File: config.mk
export PLATFORM = sky130hd
export DESIGN_NAME = vsmr_cordic
export DESIGN_NICKNAME = d
export VERILOG_FILES = /design/src/hw/rtl/vsmr_pkg.sv /design/src/hw/rtl/vsmr_cordic.sv
export SDC_FILE = /design/constraint.sdc
export NUM_CORES = 1
export LEC_CHECK = 0
export ABC_CLOCK_PERIOD_IN_PS = 6680
export BUFFER_PORTS_ARGS = -buffer_cell sky130_fd_sc_hd__buf_4
export CAP_MARGIN = 40
export CELL_PAD_IN_SITES_DETAIL_PLACEMENT = 1
export CELL_PAD_IN_SITES_GLOBAL_PLACEMENT = 1
export CORE_MARGIN = 4
export CORE_UTILIZATION = 41
export CTS_BUF_LIST = sky130_fd_sc_hd__clkbuf_4
export CTS_CLUSTER_SIZE = 28
export DETAILED_ROUTE_END_ITERATION = 16
export PLACE_DENSITY = 0.78
export RECOVER_POWER = 50
export SYNTH_ARGS = -nofsm -noshare
export SYNTH_HDL_FRONTEND = slang
export SYNTH_SLANG_ARGS = --single-unit
File: constraint.sdc
create_clock -name clock -period 6.68 [get_ports clock]
set_input_delay 0.334 -clock clock [delete_from_list [all_inputs] [get_ports clock]]
set_output_delay 0.334 -clock clock [all_outputs]
set_load 0.03 [all_outputs]
File: src/hw/rtl/vsmr_pkg.sv
`default_nettype none
// ---------------------------------------------------------------------------
// vsmr_pkg
// Shared types and constants for the voxel shape membership raster.
// ---------------------------------------------------------------------------
package vsmr_pkg;

   localparam int MAX_SHAPES_DEF = 128;
   localparam int COORD_BITS_DEF = 12;
   localparam int FRAC_BITS_DEF  = 8;
   localparam int Z_BITS         = 9;
   localparam int COUNT_BITS     = 8;
   localparam int TRIG_BITS      = 16;
   localparam int CORDIC_STEPS   = 16;
   localparam logic signed [17:0] CORDIC_GAIN = 18'sd39797;
   localparam logic signed [15:0] TRIG_ONE    = 16'sd16384;

   localparam logic [1:0] KIND_BOX    = 2'd0;
   localparam logic [1:0] KIND_SPHERE = 2'd1;
   localparam logic [1:0] KIND_PRISM  = 2'd2;

   typedef enum logic [3:0] {
      ST_IDLE,
      ST_TRIG,
      ST_FETCH,
      ST_LOAD,
      ST_ROT,
      ST_TEST,
      ST_DONE
   } state_type;

   function automatic logic signed [17:0] atan_step(input logic [3:0] i);
      logic signed [17:0] v;
      unique case (i)
         4'd0:  v = 18'sd16384;
         4'd1:  v = 18'sd9672;
         4'd2:  v = 18'sd5110;
         4'd3:  v = 18'sd2594;
         4'd4:  v = 18'sd1302;
         4'd5:  v = 18'sd652;
         4'd6:  v = 18'sd326;
         4'd7:  v = 18'sd163;
         4'd8:  v = 18'sd81;
         4'd9:  v = 18'sd41;
         4'd10: v = 18'sd20;
         4'd11: v = 18'sd10;
         4'd12: v = 18'sd5;
         4'd13: v = 18'sd3;
         default: v = 18'sd1;
      endcase
      return v;
   endfunction

endpackage
`default_nettype wire

File: src/hw/rtl/vsmr_cordic.sv
`default_nettype none
// ---------------------------------------------------------------------------
// vsmr_cordic
// Iterative sine and cosine, one cordic step per cycle, Q1.14 result.
// ---------------------------------------------------------------------------
module vsmr_cordic (
   input  wire logic        clock,
   input  wire logic        reset,
   input  wire logic        start,
   input  wire logic [15:0] angle,
   output logic             done,
   output logic [15:0]      sin_out,
   output logic [15:0]      cos_out
);

   logic signed [19:0] x_ff, x_in, y_ff, y_in, z_ff, z_in;
   logic               flip_ff, flip_in;
   logic               busy_ff, busy_in;
   logic [3:0]         step_ff, step_in;
   logic               done_ff, done_in;
   logic signed [19:0] dx, dy, sr, cr;
   logic signed [15:0] sc, cc;

   always_comb begin
      dx = y_ff >>> step_ff;
      dy = x_ff >>> step_ff;
      x_in = x_ff; y_in = y_ff; z_in = z_ff;
      flip_in = flip_ff; busy_in = busy_ff; step_in = step_ff; done_in = 1'b0;
      if (start) begin
         flip_in = angle > 16'd32768;
         z_in = flip_in ? ($signed({4'd0, angle}) - 20'sd65536) : $signed({4'd0, angle});
         x_in = 20'(vsmr_pkg::CORDIC_GAIN);
         y_in = '0;
         step_in = '0;
         busy_in = 1'b1;
      end else if (busy_ff) begin
         if (!z_ff[19]) begin
            x_in = x_ff - dx; y_in = y_ff + dy;
            z_in = z_ff - 20'(vsmr_pkg::atan_step(step_ff));
         end else begin
            x_in = x_ff + dx; y_in = y_ff - dy;
            z_in = z_ff + 20'(vsmr_pkg::atan_step(step_ff));
         end
         step_in = step_ff + 4'd1;
         if (step_ff == 4'(vsmr_pkg::CORDIC_STEPS - 1)) begin
            busy_in = 1'b0;
            done_in = 1'b1;
         end
      end
   end

   always_ff @(posedge clock) begin
      x_ff <= x_in; y_ff <= y_in; z_ff <= z_in; flip_ff <= flip_in; step_ff <= step_in;
      if (reset) begin
         busy_ff <= 1'b0;
         done_ff <= 1'b0;
      end else begin
         busy_ff <= busy_in;
         done_ff <= done_in;
      end
   end

   always_comb begin
      sr = (y_ff + 20'sd2) >>> 2;
      cr = (x_ff + 20'sd2) >>> 2;
      if (sr > 20'sd16384) sc = vsmr_pkg::TRIG_ONE;
      else if (sr < -20'sd16384) sc = -vsmr_pkg::TRIG_ONE;
      else sc = sr[15:0];
      if (cr > 20'sd16384) cc = vsmr_pkg::TRIG_ONE;
      else if (cr < -20'sd16384) cc = -vsmr_pkg::TRIG_ONE;
      else cc = cr[15:0];
      sin_out = flip_ff ? 16'(-sc) : sc;
      cos_out = flip_ff ? 16'(-cc) : cc;
   end

   assign done = done_ff;

endmodule
`default_nettype wire

==> impl_metrics.tcl <==
set metrics [dict create \
    outcome "complete, but fails checks" \
    violations "capacitance limit, slew limit" \
    post-route-period-util_pct 92.3 \
    hpwlAfterDp_um 26700 \
    boundaryPins 52 \
    ys_seq_area_share_pct 16.2 \
    synth.top_cell.area_share_pct 10.7 \
    max_freq_ghz 0.162 \
    rsz0062_at_grt "no" \
    postCtsHoldBufs 1 \
    drive_above_1_share_pct 12.9 \
    core-area_um2 27200 \
    synth_seq_cells 82 \
    port_buffers 51 \
    grt_pass1_wl_um 57700 \
    cts_buffers 9 \
    area_growth_pct 6.02 \
    ys_types 89 \
    cp_cell_sequence "mux4_2 > mux2_2 > nor2_1 > a31oi_1 > inv_1 > ha_1 > nor2b_1 > nor3b_1 > nor2b_1 > a21oi_1 > xnor2_1 > o21ai_0 > ha_1 > a21o_1 > a221o_1 > a2111oi_0 > o311ai_0 > mux2_4 > mux2_4" \
    crit_arrival_ns 6.53 \
    ctsResizeCount 0 \
    synth_area_leaders "dfxtp_1 11%, mux4_2 8.1%, ha_1 7.9%" \
    worstMarginPinSlew_ns 3.60 \
    tns_ns 0 \
    grt_pass1_vias 11200 \
    setup_slack_ns 0.513 \
    endpoint_kind "register" \
    peakVddDrop_mv 0.198 \
    cp-start-kind "register" \
    post_cts_buffers 0 \
    clock_latency_ns 0.48 \
    clk_pin_slew_worst_paths_ns 0.17 \
    synth_edf_count 21 \
    final_max_slew_viol_count 84 \
    cts_buffer_depth 2 \
    die_h_um 175 \
    m1WireLength_um 15000 \
    hp-class "input pin to register" \
    hold_viol 0 \
    first_pass_iters 5 \
    initial_utilization_pct 42.0 \
    ys_warn_count 0 \
    synthCells 1445 \
    die-area_um2 30600 \
    die_w_um 175 \
    maxUsedRoutingLayer "met4" \
    viasPerCell 6.06 \
    max_slew_margin_pct -140 \
    nets 1526 \
    worstPathRequired_ns 7.04 \
    postRouteAntennaNets 0 \
    finalWeightedCongestion 0.910 \
    power.density_nw_per_um2 570 \
    cts_tree "built" \
    num_rows 60 \
    cts_num_sinks 82 \
    antenna_found_initial 1 \
    route.met3.wl_um 2100 \
    cp_max_fo 21 \
    async_flop_share_pct 0 \
    drt_iter0_markers 795 \
    max_stage_delay_ns 0.82 \
    power.leakage_nw 4.84 \
    grt_max_degree 84 \
    whs_ns 0.135 \
    syn-num-nets 1539 \
    crit_slowest_cell "a2111oi_0" \
    cts_max_level 3 \
    grt_use_total_pct 22.5 \
    pre_cts_ws_ns 0.577 \
    setup_viol 0 \
    maxCapViolations 1 \
    fin_util_pct 44.5 \
    wl_met2_um 17600 \
    synth.most_common_cell "nor2_1" \
    syn_area_um2 11400 \
    yosys.area.top_type "dfxtp_1" \
    clock_skew_ns 0.0300 \
    vias 11000 \
    period_minus_slack_ns 6.17 \
    path_class "register to register" \
    overflow 0 \
    yosys_most_used_dff "dfxtp_1" \
    routed_wl_um 35300 \
    total_power_mw 6.90 \
    root_buffer "clkbuf_4" \
    syn_avg_cell_area_um2 7.90 \
    route.detailed.drc 0 \
    synthTopCellsByCount "159 x nor2_1, 121 x nand2_1, 108 x a21oi_1" \
    wl_per_cell_um 19.5 \
]
[per-stage QoR]
| step | area, µm² | std cells |
|---|---|---|
| after floorplan | 11400 | 1445 |
| after global placement | 12000 | 1789 |
| after detailed placement | 12000 | 1792 |
| after CTS | 12100 | 1809 |
| after global routing | 12100 | 1810 |
| final | 12100 | 1810 |
[worst max-delay path, delay by kind of cell (launching register included)]
family | cells | cell delay [ns]
adders and majority gates | 2 | 0.46
DFF | 1 | 0.70
xor gates and xnor gates | 1 | 0.15
and+or+nand+nor | 4 | 1.06
muxes | 4 | 1.52
AOI/OAI and AO/OA | 7 | 2.04
buffers and inverters | 1 | 0.10
[layout by cell type, fill, tap and decap left out, types with 11 or more instances in the layout]
| cell | n |
|---|---|
| a211oi_1 | 15 |
| a21o_1 | 24 |
| a21oi_1 | 108 |
| a31oi_1 | 25 |
| and3_1 | 22 |
| buf_4 | 76 |
| clkbuf_4 | 11 |
| dfxtp_1 | 57 |
| edfxtp_1 | 21 |
| ha_1 | 72 |
| inv_1 | 48 |
| mux2_2 | 12 |
| mux2i_1 | 42 |
| mux4_2 | 41 |
| nand2_1 | 121 |
| nand2b_1 | 14 |
| nand3_1 | 30 |
| nand4_1 | 17 |
| nor2_1 | 159 |
| nor2b_1 | 20 |
| nor3_1 | 33 |
| nor4_1 | 11 |
| o21ai_0 | 71 |
| o21bai_1 | 15 |
| o31ai_1 | 15 |
| or2_2 | 13 |
| xnor2_1 | 93 |
| xor2_1 | 67 |
[worst paths after layout]
check | from | to | slack (ns) | depth (start not counted)
setup reg to reg | step_ff[1]$_SDFFE_PP0P_ | y_ff[19]$_SDFFE_PP0P_ | 0.51 | 19
hold reg to reg | y_ff[0]$_SDFFE_PP0P_ | y_ff[0]$_SDFFE_PP0P_ | 0.54 | 2
hold / removal | angle[10] | z_ff[10]$_DFFE_PP_ | 0.14 | 3
setup / recovery | step_ff[1]$_SDFFE_PP0P_ | y_ff[19]$_SDFFE_PP0P_ | 0.51 | 19
[power by group]
group | switching [mW] | internal [mW] | total (mW) | leakage (nW)
Combinational | 3.16 | 2.38 | 5.54 | 4.06
Clock | 0.208 | 0.0868 | 0.295 | 0.0636
Sequential | 0.379 | 0.684 | 1.06 | 0.716
[metal layers]
layer	vias up	global-route usage [%]
li1	5242	-
met3	54	4.07
met1	5380	27.8
met5	-	0
met2	289	40.6
met4	0	5.53
[layout make-up]
class | instances | area [µm²]
inverter | 48 | 180
clock inverter | 5 | 38.8
sequential | 82 | 1860
antenna | 1 | 2.50
tap | 372 | 465
multi-input combinational | 1209 | 8880
clock buffer | 11 | 82.6
timing repair buffer | 82 | 599
fill | 3387 | 15100
[cells by family after synthesis]
group | share of synthesized area [%]
AO/OA/AOI/OAI | 22.0
XOR/XNOR | 12.3
adder cells (fa/ha/maj) | 8.42
buffers and inverters | 6.02
flip-flops | 16.2
multiplexers | 13.9
AND/OR/NAND/NOR | 21.1
(Power assumes the default switching activity.)
